### config.mk
export PLATFORM = sky130hd
export DESIGN_NAME = bhs_fifo
export DESIGN_NICKNAME = d
export VERILOG_FILES = /design/src/hw/rtl/bhs_pkg.sv /design/src/hw/rtl/bhs_fifo.sv
export SDC_FILE = /design/constraint.sdc
export NUM_CORES = 1
export LEC_CHECK = 0
export ABC_AREA = 0
export BUFFER_PORTS_ARGS = -buffer_cell sky130_fd_sc_hd__buf_2
export CORE_MARGIN = 4
export CORE_UTILIZATION = 50
export DETAILED_ROUTE_END_ITERATION = 12
export GPL_ROUTABILITY_DRIVEN = 0
export PLACE_DENSITY_LB_ADDON = 0.3
export SYNTH_ARGS = -nofsm -noshare
export SYNTH_HDL_FRONTEND = slang
export SYNTH_SLANG_ARGS = --single-unit
### constraint.sdc
create_clock -name clk -period 3.6 [get_ports clk]
set_clock_uncertainty 0.2 [all_clocks]
set_input_delay 0.72 -clock clk [delete_from_list [all_inputs] [get_ports clk]]
set_output_delay 0.72 -clock clk [all_outputs]
set_load 0.05 [all_outputs]
### src/hw/rtl/bhs_pkg.sv
// Shared types and constants of the bucketed hash set.
package bhs_pkg;
	localparam int Buckets = 64;
	localparam int Slots = 16;
	localparam int KeyBits = 32;
	localparam int BktW = $clog2(Buckets);
	localparam int SlotW = $clog2(Slots);
	localparam int AddrW = BktW + SlotW;
	localparam int FillW = 5;
	localparam int TotW = 11;
	localparam int CntW = 7;

	localparam logic [1:0] OP_INSERT = 2'd0;
	localparam logic [1:0] OP_DELETE = 2'd1;

	localparam logic [1:0] ST_DONE = 2'd0;
	localparam logic [1:0] ST_DUP = 2'd1;
	localparam logic [1:0] ST_ABSENT = 2'd2;
	localparam logic [1:0] ST_FULL = 2'd3;

	typedef struct packed {
		logic [1:0] op;
		logic [KeyBits-1:0] key;
		logic [BktW-1:0] bkt;
	} req_t;

	typedef struct packed {
		logic [1:0] status;
		logic found;
		logic [FillW-1:0] fill;
		logic [TotW-1:0] total;
	} res_t;
endpackage

### src/hw/rtl/bhs_fifo.sv
// Two-entry queue between front and back ends.
module bhs_fifo import bhs_pkg::*; (
	input logic clk,
	input logic arst_n,
	input logic wr_valid,
	output logic wr_ready,
	input req_t wr_data,
	output logic rd_valid,
	input logic rd_ready,
	output req_t rd_data
);
	req_t mem_q [2];
	logic wp_q, rp_q;
	logic [1:0] cnt_q;
	logic wr, rd;

	assign wr_ready = (cnt_q != 2'd2);
	assign rd_valid = (cnt_q != 2'd0);
	assign rd_data = mem_q[rp_q];
	assign wr = wr_valid && wr_ready;
	assign rd = rd_valid && rd_ready;

	always_ff @(posedge clk) begin
		if (wr) begin
			mem_q[wp_q] <= wr_data;
		end
	end

	always_ff @(posedge clk or negedge arst_n) begin
		if (!arst_n) begin
			wp_q <= 1'b0;
			rp_q <= 1'b0;
			cnt_q <= '0;
		end else begin
			if (wr) wp_q <= ~wp_q;
			if (rd) rp_q <= ~rp_q;
			cnt_q <= cnt_q + {1'b0, wr} - {1'b0, rd};
		end
	end
endmodule

# After elaboration in Yosys (flattened, before gate mapping)
# Memory sizes are Yosys's and may differ from the RTL's.
# Index checks and enable logic that the tools add are counted.
[totals]
reg_bits = 4
romBits = 0
ram_bits = 80
latchBits = 0
n_memories = 1
in_bits = 44
word_cells = 14
[memory_table]
columns = ["memory", "depth", "width", "rd", "rd_ports_with_merged_regs", "write_ports", "line_no", "text"]
rows = [
  ["mem_q", 2, 40, 1, 0, 1, "bhs_fifo.sv:12", "req_t mem_q [2];"],
]
[classes]
n_shift = 0
mux = 2
bitwise_logic = 2
div_mod_pow = 0
eq_ne = 1
magnitude_cmp = 0
reduce_logical = 3
addsub = 2
mul = 0
[op_table]
columns = ["cell", "n"]
rows = [
  ["2-bit by 1-bit adder with 2-bit output", 1],
  ["1-bit logical AND", 2],
  ["1-bit 2-to-1 mux", 2],
  ["2-bit inequality test (second input constant)", 1],
  ["1-bit NOT", 2],
  ["2-bit nonzero test", 1],
  ["2-bit by 1-bit subtractor with 2-bit output", 1],
]

# Logic depth before layout (Yosys ltp)
[depth]
word_depth = 4
depth_mapped = 7
mapped_depth_nobuf = 7

# Least setup slack after synthesis
# OpenSTA, ideal clock, no wires.
[synth_timing]
kind = "reg2reg"
startpoint = "register cnt_q[0]"
endpoint = "memory mem_q[0][0] in the netlist's numbering, enable pin"
synth_period_minus_slack_ps = 3346
t_arrival_ps = 2709
setup_slack_ps = 254
stages_incl_launch_ff = 4
path_buffers = 0
setup_ps = 438
path_cell_list = "dfrtp_1 nand2b_1 nand2_1 nor2_1"
[synth_between]
elab_chain_cells = 4
[synth_rtl]
columns = ["item", "line_no", "text"]
rows = [
  ["start, declared", "bhs_fifo.sv:14", "logic [1:0] cnt_q;"],
  ["start signal, assigned", "bhs_fifo.sv:37", "cnt_q <= cnt_q + {1'b0, wr} - {1'b0, rd};"],
  ["2-bit inequality test", "bhs_fifo.sv:17", "assign wr_ready = (cnt_q != 2'd2);"],
  ["net wr_ready", "bhs_fifo.sv:6", "output logic wr_ready,"],
  ["1-bit logical AND", "bhs_fifo.sv:20", "assign wr = wr_valid && wr_ready;"],
  ["1-bit 2-to-1 mux", "bhs_fifo.sv:24", "if (wr) begin"],
  ["1-bit 2-to-1 mux (implied by the code)", "bhs_fifo.sv:25", "mem_q[wp_q] <= wr_data;"],
  ["end, declared", "bhs_fifo.sv:12", ""],
]
# The timed path passes the listed nets, and every way through them passes these cells.

==> flow_summary.json <==
{
  "synth_cell_type_count": 17,
  "vias": 1549,
  "timing.setup.tns_ns": 0,
  "pin_count": 86,
  "clkSinkCount": 84,
  "diodes": 0,
  "synth_cells": 142,
  "grt_start_max_net_pins": 41,
  "p_leak_nw": 1.45,
  "firstDrtPassIters": 4,
  "synthesis.area_um2": 3110,
  "grt.overflow.total": 0,
  "start_kind": "flop",
  "end_kind": "output pin",
  "crit_family": "flip-flops",
  "die_h_um": 86.9,
  "hold_ws_ns": 0.320,
  "rows": 28,
  "max_stage_delay_ns": 0.63,
  "ys_warn_count": 0,
  "cp.arrival_ns": 1.79,
  "post-route-min-period_ns": 2.71,
  "multi_input_area_um2": 562,
  "core_um2": 5990,
  "grt_pass1_wl_mm": 7.82,
  "grt.total_usage_pct": 14.3,
  "syn_to_final_growth_pct": 22.8,
  "worst-setup-path-type": "flop to output pin",
  "cellPowerDensity_nw_per_um2": 940,
  "drv_cap": 0,
  "start_util_pct": 51.9,
  "slowest_stage": "dfrtp_2",
  "fmax_mhz": 369,
  "wl_mm": 4.94,
  "clock_latency_ns": 0.34,
  "crit_fanout": 25,
  "final_hold_viol_count": 0,
  "wl_per_cell_um": 15.6,
  "setup_viol": 0,
  "ys_seq_elements": 84,
  "status": "finished clean",
  "drc": 0,
  "ant_nets": 0,
  "cts_buffers": 9,
  "grt_pass1_vias": 1677,
  "vdd_drop_max_mv": 0.583,
  "tritoncts": "yes",
  "slew_headroom_pct": 38.1,
  "hpwlAfterDp_mm": 3.32,
  "root_buffer": "clkbuf_8",
  "syn_nets": 188,
  "ys_seq_area_share_pct": 80.5,
  "vias_per_cell": 4.90,
  "fin_nets": 282,
  "crit_required_ns": 2.68,
  "drive_gt1_share_pct": 59.8,
  "dr.first_iter.drc_count": 68,
  "grt_antenna_before_repair": 0,
  "fin_cells": 316,
  "ctsLongestPathBuffers": 2,
  "portBuffers": 85,
  "rsz0062_at_grt": "false",
  "cts_max_level": 3,
  "cp_num_buf_inv": 2,
  "worst_pin_slew_ns": 0.929,
  "hold_class": "flop to flop",
  "seq_area_um2": 2500,
  "dieArea_um2": 7540,
  "path_cells": "buf_12 > mux2_2 > buf_2",
  "min_period_over_period_pct": 75.3,
  "fill_cells": 426,
  "die_x_um": 86.9,
  "cts_setup_buffers": 0,
  "slew_viol_final": 0,
  "dp.cells": 299,
  "clk_pin_slew_ns": 0.08,
  "avgSynthCellArea_um2": 21.9
}
-- layout by cell type, fill, tap and decap left out --
cell type,n
xor2_1,1
buf_12,2
ha_1,2
or2_1,1
clkbuf_1,1
nand2_1,1
dlygate4sd3_1,1
clkinv_1,1
xnor2_1,3
edfxtp_1,80
clkinvlp_4,2
mux2_4,2
and3_2,1
dfrtp_2,1
mux2_1,1
nor2_4,1
clkbuf_8,11
mux2_2,37
inv_1,1
clkinv_2,1
dfrtp_1,3
and2_4,1
buf_2,85
nand2b_1,1
-- worst paths after layout --
check                      slack, ns      endpoint      from  cells past startpoint
max in group asynchronous       2.53          rp_q    arst_n                      2
setup reg to reg                1.64  mem_q[0][39]  cnt_q[1]                      4
setup / recovery                0.89   rd_data[38]      rp_q                      3
min in group asynchronous       0.51      cnt_q[0]    arst_n                      2
hold / removal                  0.32      cnt_q[0]  cnt_q[0]                      1
hold reg to reg                 0.32      cnt_q[0]  cnt_q[0]                      1
-- stage by stage --
stage	instance area (µm²)	utilization (%)	total power, mW	setup WS, ns
5_1_grt	3820	63.7	3.76	0.789
3_5_place_dp	3630	60.6	3.04	1.22
4_1_cts	3820	63.7	3.64	0.836
3_3_place_gp	3630	60.6	3.03	1.23
6_report	3820	63.7	3.59	0.889
2_1_floorplan	3110	-	2.72	0.254
-- Yosys cell counts --
cell type   n  share of area, %
xnor2_1     3              0.85
inv_1       1              0.12
dfrtp_1     4               3.2
nand2b_1    1              0.20
nor2_1      1              0.12
buf_6       4               1.4
edfxtp_1   80                77
xor2_1      1              0.28
mux2_4      2              0.97
and3_1      1              0.20
or2_1       1              0.20
mux2_2     37                13
ha_1        2              0.80
mux2_1      1              0.36
nand2_1     1              0.12
and2_4      1              0.28
buf_2       1              0.16
-- report_power, final --
group          switching [mW]  internal, mW  leakage (nW)
sequential             0.0914          1.34         0.789
combinational            1.11         0.457         0.571
clock                   0.301         0.285        0.0860
-- cell type report --
cell class / instances / share of cell area (%)
inverter: 1 / 0.0983
timing repair buffer: 88 / 12.5
clock inverter: 4 / 0.623
multi-input combinational: 52 / 14.7
clock buffer: 12 / 4.06
sequential: 84 / 65.6
tap: 75 / 2.46
-- flip-flops by register name, indices dropped and copies added (netlist names) --
| signal | count |
|---|---|
| cnt_q | 2 |
| mem_q | 80 |
| wp_q | 1 |
| rp_q | 1 |
-- what timing repair did --
action                                 CTS  global route
resized for setup                        0             0
endpoints found under the hold margin    4             0
hold buffers                             1             0
-- kinds of logic (layout without fill, tap and decap cells) --
logic type / Yosys count / count (layout) / synth area share [%]
flip-flops: 84 / 84 / 80.5
multiplexers: 40 / 40 / 14.7
AND/OR/NAND/NOR: 6 / 6 / 1.13
buffers and inverters: 6 / 105 / 1.73
XOR/XNOR: 4 / 4 / 1.13
adder cells (fa/ha/maj): 2 / 2 / 0.805
-- per-layer routing --
layer / track usage [%] / share of wire, % / routed length, µm
met1: 18.0 / 42 / 2060
met2: 22.4 / 51 / 2510
met3: 3.41 / 5.9 / 289
met4: 8.50 / 1.7 / 86
met5: 0 / 0 / 0
No activity file was read; power rests on OpenSTA's default activity.
