--- config.mk ---
export PLATFORM = sky130hd
export DESIGN_NAME = bhs_front
export DESIGN_NICKNAME = d
export VERILOG_FILES = /design/src/hw/rtl/bhs_pkg.sv /design/src/hw/rtl/bhs_front.sv
export SDC_FILE = /design/constraint.sdc
export NUM_CORES = 1
export LEC_CHECK = 0
export ABC_AREA = 0
export BUFFER_PORTS_ARGS = -buffer_cell sky130_fd_sc_hd__buf_4
export CAP_MARGIN = 30
export CORE_MARGIN = 5
export CORE_UTILIZATION = 48
export CTS_CLUSTER_DIAMETER = 120
export DETAILED_ROUTE_END_ITERATION = 10
export PLACE_DENSITY = 0.75
export SLEW_MARGIN = 10
export SYNTH_ARGS = -nofsm -noshare
export SYNTH_HDL_FRONTEND = slang
export SYNTH_SLANG_ARGS = --single-unit
--- constraint.sdc ---
create_clock -name clk -period 5 [get_ports clk]
set_clock_uncertainty 0.15 [all_clocks]
set_input_delay 0.25 -clock clk [delete_from_list [all_inputs] [get_ports clk]]
set_output_delay 0.25 -clock clk [all_outputs]
set_load 0.005 [all_outputs]
--- src/hw/rtl/bhs_pkg.sv ---
// Shared types and constants of the bucketed hash set.
package bhs_pkg;
	localparam int Buckets = 64;
	localparam int Slots = 16;
	localparam int KeyBits = 32;
	localparam int BktW = $clog2(Buckets);
	localparam int SlotW = $clog2(Slots);
	localparam int AddrW = BktW + SlotW;
	localparam int FillW = 5;
	localparam int TotW = 11;
	localparam int CntW = 7;

	localparam logic [1:0] OP_INSERT = 2'd0;
	localparam logic [1:0] OP_DELETE = 2'd1;

	localparam logic [1:0] ST_DONE = 2'd0;
	localparam logic [1:0] ST_DUP = 2'd1;
	localparam logic [1:0] ST_ABSENT = 2'd2;
	localparam logic [1:0] ST_FULL = 2'd3;

	typedef struct packed {
		logic [1:0] op;
		logic [KeyBits-1:0] key;
		logic [BktW-1:0] bkt;
	} req_t;

	typedef struct packed {
		logic [1:0] status;
		logic found;
		logic [FillW-1:0] fill;
		logic [TotW-1:0] total;
	} res_t;
endpackage

--- src/hw/rtl/bhs_front.sv ---
// Front end: accepts transactions and computes the bucket by serial modulo.
module bhs_front import bhs_pkg::*; (
	input logic clk,
	input logic arst_n,
	input logic [CntW-1:0] bucket_count,
	input logic in_valid,
	output logic in_ready,
	input logic [1:0] in_op,
	input logic [KeyBits-1:0] in_key,
	output logic req_valid,
	input logic req_ready,
	output req_t req
);
	localparam logic [1:0] S_IDLE = 2'd0;
	localparam logic [1:0] S_DIV = 2'd1;
	localparam logic [1:0] S_OUT = 2'd2;

	logic [1:0] state_q;
	logic [KeyBits-1:0] key_q;
	logic [KeyBits-1:0] shf_q;
	logic [1:0] op_q;
	logic [CntW:0] rem_q;
	logic [CntW:0] div_q;
	logic [$clog2(KeyBits+1)-1:0] cnt_q;
	logic [CntW:0] trial;

	assign trial = {rem_q[CntW-1:0], shf_q[KeyBits-1]};
	assign in_ready = (state_q == S_IDLE);
	assign req_valid = (state_q == S_OUT);
	assign req.op = op_q;
	assign req.key = key_q;
	assign req.bkt = rem_q[BktW-1:0];

	always_ff @(posedge clk or negedge arst_n) begin
		if (!arst_n) begin
			state_q <= S_IDLE;
		end else begin
			case (state_q)
				S_IDLE: begin
					if (in_valid) begin
						state_q <= S_DIV;
						key_q <= in_key;
						shf_q <= in_key;
						op_q <= in_op;
						rem_q <= '0;
						cnt_q <= '0;
						if (bucket_count == '0) begin
							div_q <= (CntW+1)'(1);
						end else if (bucket_count > CntW'(Buckets)) begin
							div_q <= (CntW+1)'(Buckets);
						end else begin
							div_q <= {1'b0, bucket_count};
						end
					end
				end
				S_DIV: begin
					shf_q <= shf_q << 1;
					rem_q <= (trial >= div_q) ? trial - div_q : trial;
					cnt_q <= cnt_q + 1'b1;
					if (cnt_q == ($clog2(KeyBits+1))'(KeyBits-1)) begin
						state_q <= S_OUT;
					end
				end
				S_OUT: begin
					if (req_ready) begin
						state_q <= S_IDLE;
					end
				end
				default: state_q <= S_IDLE;
			endcase
		end
	end
endmodule

Yosys cells after proc, flatten, opt, wreduce, memory -nomap -nowiden --
Index checks and enable logic that the tools add are counted.
Storage, ports and cells: bits in registers 88, output and inout bits 42, logic and storage cells 37, input port bits 45
Operators by class: mux-type cells 12, $add $sub $neg 2, equal/unequal tests 6, reduce and logical (&&, ||, !) cells 7, magnitude comparators 2
Operators by type and width (count):
- one-hot mux 32 bit (2 select lines) | 1
- two-way mux 32 bit | 1
- two-way mux 7 bit | 3
- one-hot mux 7 bit (2 select lines) | 1
- one-hot mux 6 bit (2 select lines) | 1
- AND reduction 3 bit | 3
- greater-or-equal comparator 8 x 7 -> 1 bit | 1
- greater-than comparator 7 bit, second input constant | 1
- zero test 7 bit | 1
- subtractor 7 bit | 1
- adder 6 x 1 -> 6 bit, second input constant | 1
- == test 6 x 5 -> 1 bit, second input constant | 1
- two-way mux 2 bit | 3
- two-way mux 6 bit | 1
- one-hot mux 2 bit (3 select lines) | 1
- != test 2 bit, second input constant | 2
- == test 2 x 1 -> 1 bit, second input constant | 1
- == test 2 bit, second input constant | 1
- zero test 2 bit | 1
- != test 2 x 1 -> 1 bit, second input constant | 1
- nonzero test 2 bit | 1
- OR reduction 2 bit | 1

Depth between registers and ports, before layout --
Gate-level depths: netlist of the first run.
word-level depth 3, mapped depth 10, mapped depth without buffers 9

Worst setup path after synthesis of the first run --
OpenSTA, ideal clock, no wires.
path kind flip-flop to flip-flop, from register state_q[1], to register div_q[0], enable pin, arrival time 4.427 ns, data required time 4.307 ns, library setup time 0.543 ns, setup slack -0.120 ns, path buffers 0, period minus slack after synthesis 5.120 ns, stages on the path, launching flop included 2, path through dfrtp_1 > nor4bb_1
On the way: cells in the longest elaborated chain, start to end 2
Ends and longest elaborated chain:
- start, declared | RTL line bhs_front.sv:18 | logic [1:0] state_q;
- start signal, assigned | RTL line bhs_front.sv:36 | state_q <= S_IDLE;
- start signal, assigned | RTL line bhs_front.sv:41 | state_q <= S_DIV;
- start signal, assigned | RTL line bhs_front.sv:61 | state_q <= S_OUT;
- zero test 2 bit | RTL line bhs_front.sv:38 | case (state_q)
- AND reduction 3 bit (no line)
- end signal, assigned | RTL line bhs_front.sv:48 | div_q <= (CntW+1)'(1);
- end signal, assigned | RTL line bhs_front.sv:50 | div_q <= (CntW+1)'(Buckets);
- end signal, assigned | RTL line bhs_front.sv:52 | div_q <= {1'b0, bucket_count};
- end, declared | RTL line bhs_front.sv:23 | logic [CntW:0] div_q;
No other way between the ends. A chain may end at the register's enable or synchronous reset.

Final worst setup path of the first run --
from register shf_q[31], to register rem_q[6] (data pin)
On the way: cells in the longest elaborated chain, start to end 3
Ends and longest elaborated chain:
- start, declared | RTL line bhs_front.sv:20 | logic [KeyBits-1:0] shf_q;
- start signal, assigned | RTL line bhs_front.sv:43 | shf_q <= in_key;
- start signal, assigned | RTL line bhs_front.sv:57 | shf_q <= shf_q << 1;
- subtractor 7 bit / greater-or-equal comparator 8 x 7 -> 1 bit (equally long branches) | RTL line bhs_front.sv:58 | rem_q <= (trial >= div_q) ? trial - div_q : trial;
- two-way mux 7 bit * | RTL line bhs_front.sv:58
- one-hot mux 7 bit (2 select lines) * | RTL line bhs_front.sv:38
- end signal, assigned | RTL line bhs_front.sv:58
- end, declared | RTL line bhs_front.sv:22 | logic [CntW:0] rem_q;
Mark *: on every way between the ends. The rest lies on a longest branch, timed or not.

==> key figures, run 1 <==
Status
  – Status: completed

Detailed routing
  – Detail Route Antenna Nets: 0
  – Initial DRC count: 140
  – Routed len/inst: 15.42 um
  – Pre-antenna DRT Iters: 4
  – Vias per inst: roughly 5.0
  – Residual DRC: 0
  – Via count: 2605
  – Routed wire length: roughly 8100 um

Synthesis
  – Post-synth EDFFs: 86
  – Yosys Warn Count: 0
  – Syn Area/Cell: roughly 12 um2
  – Async set or reset register ratio after synthesis: 0.02273
  – Mapped Area: 3746 um2
  – Seq/Total Area, Yosys: 0.7027
  – Post-synth top flop: edfxtp_1
  – Syn nets: roughly 350
  – Cells after synthesis: 300
  – Post-synthesis register bit count: 88
  – Distinct cells, synth: 38

Global routing
  – First-pass GRT wire length: 13140 um
  – Largest net degree at the start of global routing: 45
  – Vias in the first global route: 2789
  – Gr usage total: 0.1724
  – Antenna violations before repair: 0
  – Remaining Overflow, GRT: 0

Layout
  – Layout cell share with drive strength beyond 1: 0.2594
  – Cell area after layout: 5021 um2
  – Register area: 2633 um2
  – Commonest non-fill, non-tap cell in the layout: nand2_1
  – Area grow syn2layout: 34.03%
  – Antenna Cells: 0
  – Filler cells: 577
  – Area of the multi-input gates: 999.7 um2
  – Nets@finish: 473
  – Most frequent cells in the layout: 96 x nand2_1, 89 x buf_4, 86 x edfxtp_1

Floorplanning
  – Die X: between 90 and 100 um
  – Placeable core area: 7647 um2
  – Initial Utilization: 0.4899
  – Core Rows: 32
  – Die H: 98.34 um
  – Total die area: 9671 um2
  – Ports: 87

Placement
  – Final Wtd Congestion: 0.7923
  – Final HPWL DP: between 5000 and 6000 um
  – Port buffer count: 86
  – Dpl cell area: about 4500 um2

CTS
  – Post-CTS setup repair buffer count: 0
  – Clock Latency Late Sink: 0.35 ns
  – Clock Tree Buf Depth: 2
  – Resized Gates After CTS: 0
  – Clock root buffer: clkbuf_8
  – CTS tree: done
  – H-Tree Level Count: 3
  – CTS buffer count: 9
  – CTS clk-pin slew, worst paths: 0.08 ns
  – CTS Sinks: 88

Power and ir drop
  – Pwr Density: 469.8 nW/um2
  – Comb power frac: 0.308
  – Total power: around 2.4 mW
  – Clk pwr share: 0.200
  – Pint: about 1.6 mW
  – Switching Share: 0.3118
  – Worst vdd ir: 229.9 uV
  – Switching pwr: roughly 0.74 mW
  – Sequential share of power: 0.491
  – Pleak: around 2.1 nW

STA
  – Relative slew margins: 0.3932
  – Fmax: 357.2 MHz
  – Fin crit period: 2.800 ns
  – Final Cycle Share: 0.5599
  – Final-report setup violation count: 0
  – RSZ-0062 raised after global routing: false
  – Final Hold Fails: 0
  – Max-slew violations: 0
  – Slew @ Worst Pin: 0.9102 ns
  – Setup TNS: 0 ns

Critical path
  – Worst Path Arrival: 2.82 ns
  – CP required: ~5.0 ns
  – Setup crit start kind: flip-flop
  – CP endpoint kind: flip-flop
  – Maximum fanout along the worst path: 11
  – Setup CP Type: reg2reg

Job
  – Max_cap viols: 0

Hold path
  – Hold Crit Class: in2reg
## synthesized netlist by cell type, types with 2 or more instances
master	count	area [um2]
xnor2_1	2	17.52
buf_4	6	45.04
edfxtp_1	86	2582
nor2_1	16	60.06
nand2b_1	2	12.51
nor3b_1	4	30.03
a21oi_1	7	35.03
clkbuf_1	10	37.54
inv_1	12	45.04
nand3_1	2	10.01
and2_1	2	12.51
o21ai_0	6	30.03
xor2_1	3	26.28
nor3_1	2	10.01
nor2b_1	10	62.56
nand2_1	96	360.4
mux2i_1	3	30.03
ha_1	8	100.1
a211oi_1	3	22.52
dfrtp_1	2	50.05
## flip-flops by register name, summed over array words and instances, names as in the netlist
| signal | count |
|---|---|
| div_q | 7 |
| shf_q | 32 |
| op_q | 2 |
| state_q | 2 |
| cnt_q | 6 |
| key_q | 32 |
| rem_q | 7 |
## layer usage
metal / global-route usage / vias to the layer above / wire (um)
li1: - / 1268 / -
met1: 0.1981 / 1244 / 3159
met2: 0.2964 / 78 / 4205
met3: 0.05214 / 15 / 560
met4: 0.07668 / 0 / 187
met5: 0 / - / 0
## critical path, cell delays in order (launching register included)
cell and delay, ns:
edfxtp_1 0.39, inv_1 0.07, ha_1 0.16, inv_1 0.06, fa_1 0.43, a211oi_2 0.27, o211ai_1 0.13, a311o_1 0.49
or2_2 0.35, a21oi_1 0.13
## cell families after synthesis
family                   count (synthesis)  synth area share
AND/OR/NAND/NOR                        142            0.1650
flip-flops                              88            0.7027
buffers and inverters                   29           0.03707
AO/OA/AOI/OAI                           23           0.04042
adder cells (fa/ha/maj)                  9           0.03207
XOR/XNOR                                 5           0.01169
multiplexers                             4           0.01102
## power groups by stage
| stage | Sequential, mW | Combinational (mW) | Clock (mW) |
|---|---|---|---|
| after floorplan | 1.15 | 0.534 | 0 |
| after global routing | 1.18 | 0.828 | 0.515 |
| final | 1.16 | 0.728 | 0.473 |
| after CTS | 1.16 | 0.730 | 0.486 |
| after global placement | 1.16 | 0.668 | 0 |
| after detailed placement | 1.17 | 0.704 | 0 |
## through the flow
stage / util / cells / hold slack (ns) / setup WS [ns]
CTS: 0.6566 / 526 / 0.04453 / 2.210
global route: 0.6566 / 526 / 0.06081 / 2.023
global placement: 0.5849 / 474 / -0.1106 / 2.318
floorplan: - / 300 / -0.1956 / 0.5249
finish: 0.6566 / 526 / 0.05692 / 2.200
detailed placement: 0.5849 / 474 / -0.1061 / 2.227
## layout make-up
type / count / area share
clock inverter: 6 / 0.01196
tap: 102 / 0.02542
inverter: 12 / 0.008971
sequential: 88 / 0.5243
timing repair buffer: 125 / 0.2048
clock buffer: 10 / 0.02542
multi-input combinational: 183 / 0.1991
## final timing paths
path / from / endpoint / slack, ns / depth (start not counted)
worst max-delay path: shf_q[31] / rem_q[6] / 2.20 / 9
worst max register to register: shf_q[31] / rem_q[6] / 2.20 / 9
max in group asynchronous: arst_n / state_q[0] / 4.49 / 2
worst min-delay path: req_ready / state_q[1] / 0.06 / 3
min in group asynchronous: arst_n / state_q[1] / 0.12 / 2
worst min register to register: shf_q[25] / shf_q[26] / 0.36 / 2
## timing repair
action / 4_1_cts / 5_1_grt
endpoints found under the hold margin: 37 / 0
setup endpoints to repair: 0 / 0
hold buffers: 36 / 0
Note: power is estimated with default switching activity, not from simulation.
==> inputs of run 2 (changes only) <==
- ABC_AREA: 0 -> 1
- clock period: 5 -> 2.45 ns (I/O delays scaled with it)
==> run 2 against run 1 <==
  * Critical path depth up 3
  * Sequential cell count is the same
  * Routed wire length is 5.7% higher
  * Fmax up 30%
  * Clock power is 130% higher
  * Synthesized cell count up 19%
  * Sequential power increased by 110%
  * Worst hold slack got worse by 0.032 ns
  * Non-clock buffer count rose by 10
  * Register-to-register slack worse by 1.9 ns
  * Synthesized area up 2.5%
  * Critical path type unchanged
  * Sequential share of layout area decreased by 2.4 points
==> key figures, run 2 <==
Status
  – Status: completed

Job
  – Max_cap viols: 0 (unchanged)

Synthesis
  – Syn Area/Cell: 10.76 um2 (-14%)
  – Seq/Total Area, Yosys: 0.6856 (-0.01717)
  – Leading post-synthesis cells by cell area: edfxtp_1 67%, nand2_1 13%, inv_1 3.6%
  – Yosys Warn Count: 0 (unchanged)
  – Syn nets: 411 (+16%)
  – Mapped Area: 3840 um2 (+2.5%)
  – Post-synth top flop: edfxtp_1
  – Yosys top cell by area: edfxtp_1
  – Most numerous cell in the Yosys netlist: nand2_1
  – Distinct cells, synth: 25 (-34%)
  – Post-synth EDFFs: 86 (unchanged)
  – Post-synth top area share: 0.6725 (-0.01685)
  – Cells after synthesis: 357 (+19%)
  – Post-synthesis register bit count: 88 (unchanged)
  – Async set or reset register ratio after synthesis: 0.02273 (unchanged)
  – Synth cell count leaders: 136 x nand2_1, 86 x edfxtp_1, 37 x inv_1

Critical path
  – CP required: 2.41 ns (-2.61 ns)
  – Slowest CP cell: fa_1
  – CP peak stage delay: 0.40 ns (-0.09 ns)
  – CP cell instances: inv_1 > ha_1 > inv_1 > fa_1 > nand2_1 > nand2_1 > nand2_2 > nand2_2 > nand2_2 > nand2_1 > nor2_1 > nor2_1
  – Maximum fanout along the worst path: 7 (-4)
  – Delay-heaviest family, CP: simple AND/OR/NAND/NOR gates
  – CP endpoint kind: flip-flop
  – Worst Path Arrival: 2.12 ns (-0.70 ns)
  – Setup CP Type: reg2reg
  – Setup crit start kind: flip-flop
  – Worst path bufs/invs: 2 (unchanged)

Layout
  – Commonest non-fill, non-tap cell in the layout: nand2_1
  – Top flop regs: key_q x32, shf_q x32
  – Cell area after layout: 5263 um2 (+4.8%)
  – Area grow syn2layout: 37.05%
  – Filler cells: 589 (+2.1%)
  – Antenna Cells: 0 (unchanged)
  – Layout cell share with drive strength beyond 1: 0.2429 (-0.01652)
  – Nets@finish: 543 (+15%)
  – Most frequent cells in the layout: 136 x nand2_1, 90 x buf_4, 86 x edfxtp_1

STA
  – Final-report setup violation count: 0 (unchanged)
  – Setup ws final: 0.2885 ns (-1.912 ns)
  – Fmax: 462.6 MHz (+30%)
  – Max-slew violations: 0 (unchanged)
  – RSZ-0062 raised after global routing: false
  – Slew @ Worst Pin: 0.4530 ns (-0.4572 ns)
  – Final Cycle Share: 0.8822 (+0.3223)
  – Fin crit period: 2.161 ns (-0.6381 ns)
  – Final Hold Fails: 0 (unchanged)
  – Setup TNS: 0 ns (unchanged)
  – Hold_ws: 0.02509 ns (-0.03183 ns)
  – Relative slew margins: 0.6980 (+0.3048)

Power and ir drop
  – Pwr Density: 1055 nW/um2 (+120%)
  – Pleak: 2.386 nW (+15%)
  – Worst vdd ir: 521.4 uV (+130%)

CTS
  – H-Tree Level Count: 3 (unchanged)
  – CTS buffer count: 9 (unchanged)
  – Post-CTS setup repair buffer count: 0 (unchanged)
  – Clock Latency Late Sink: 0.34 ns (about the same)
  – Clock root buffer: clkbuf_8
  – Cts hold-fix bufs: 44 (+22%)
  – Clock Tree Buf Depth: 2 (unchanged)
  – CTS tree: done
  – Resized Gates After CTS: 0 (unchanged)
  – CTS Sinks: 88 (unchanged)
  – CTS clk-pin slew, worst paths: 0.09 ns (about the same)

Placement
  – Final HPWL DP: 5610 um (+6.8%)
  – Final Wtd Congestion: 0.8693 (+9.7%)
  – Dpl cell area: 4602 um2 (+2.9%)
  – Port buffer count: 86 (unchanged)
  – Worst slack at placement: 0.2853 ns (-1.941 ns)

Detailed routing
  – Routed len/inst: 14.38 um (-6.7%)
  – Routed wire length: 8573 um (+5.7%)
  – Initial DRC count: 135 (-3.6%)
  – Vias per inst: 4.834 (-2.4%)
  – Detail Route Antenna Nets: 0 (unchanged)
  – Residual DRC: 0 (unchanged)
  – Pre-antenna DRT Iters: 4 (unchanged)
  – Via count: 2881 (+11%)

Floorplanning
  – Ports: 87 (unchanged)
  – Core Rows: 32 (unchanged)
  – Placeable core area: 7767 um2 (+1.6%)
  – Initial Utilization: 0.4944 (+0.004506)
  – Total die area: 9888 um2 (+2.2%)
  – Die H: 99.44 um (+1.1%)
  – Die X: 99.44 um (+1.1%)

Global routing
  – Largest net degree at the start of global routing: 43 (-4.4%)
  – Vias in the first global route: 3021 (+8.3%)
  – Antenna violations before repair: 0 (unchanged)
  – Remaining Overflow, GRT: 0 (unchanged)
  – First-pass GRT wire length: 13960 um (+6.2%)
  – Gr usage total: 0.1806 (+0.008217)

Hold path
  – Hold Crit Class: in2reg
## run 2: changes by cell type after synthesis, moves of 4 or more
cell / delta
buf_2: +4
clkbuf_1: -7
nand3_1: +12
o21ai_0: -4
inv_2: +5
inv_1: +25
nand2_1: +40
nor2_1: +16
nor2b_1: -10
nor3b_1: -4
## run 2: final timing paths
path / startpoint / end / slack, ns / depth (start not counted)
setup / recovery: shf_q[31] / rem_q[2] / 0.29 / 12
hold / removal: bucket_count[0] / div_q[0] / 0.03 / 3
setup reg to reg: shf_q[31] / rem_q[2] / 0.29 / 12
hold reg to reg: shf_q[2] / shf_q[3] / 0.37 / 2
max in group asynchronous: arst_n / state_q[0] / 1.49 / 3
min in group asynchronous: arst_n / state_q[1] / 0.54 / 3
## run 2: through the flow
stage | power [mW] | utilization | cells
2_1_floorplan | 3.850 | - | 357
3_5_place_dp | 4.416 | 0.5925 | 536
5_1_grt | 5.945 | 0.6775 | 596
3_3_place_gp | 4.303 | 0.5925 | 536
6_report | 5.552 | 0.6775 | 596
4_1_cts | 5.579 | 0.6775 | 596
## run 2: layout make-up
type	instances	area, um2	area share
sequential	88	2633	0.5002
timing repair buffer	135	1136	0.2159
multi-input combinational	213	988.4	0.1878
inverter	42	157.7	0.02996
clock buffer	10	127.6	0.02425
tap	102	127.6	0.02425
clock inverter	6	92.59	0.01759
## run 2: routing by layer
metal  GRT usage  wire length [um]  vias up
li1            -                 -     1420
met1      0.1992              3369     1367
met2      0.3337              4565       80
met3     0.04067               492       14
met4     0.07353               146        0
met5           0                 0        -
## run 2: power breakdown
group / total (mW) / switching (mW) / internal [mW]
sequential: 2.47 / 0.182 / 2.28
combinational: 1.98 / 1.22 / 0.763
clock: 1.10 / 0.519 / 0.582
total: 5.55 / 1.92 / 3.63
## run 2: worst min-delay path, cell delays in order
cell and delay, ns:
buf_4 0.07, inv_1 0.04, o21ai_0 0.16
## run 2: kinds of logic after synthesis
group,Yosys count,share of synthesized area
simple gates,191,0.1994
compound gates,11,0.01727
buf+inv,56,0.06191
fa+ha+maj,9,0.03128
flops,88,0.6856
xor+xnor,2,0.004563
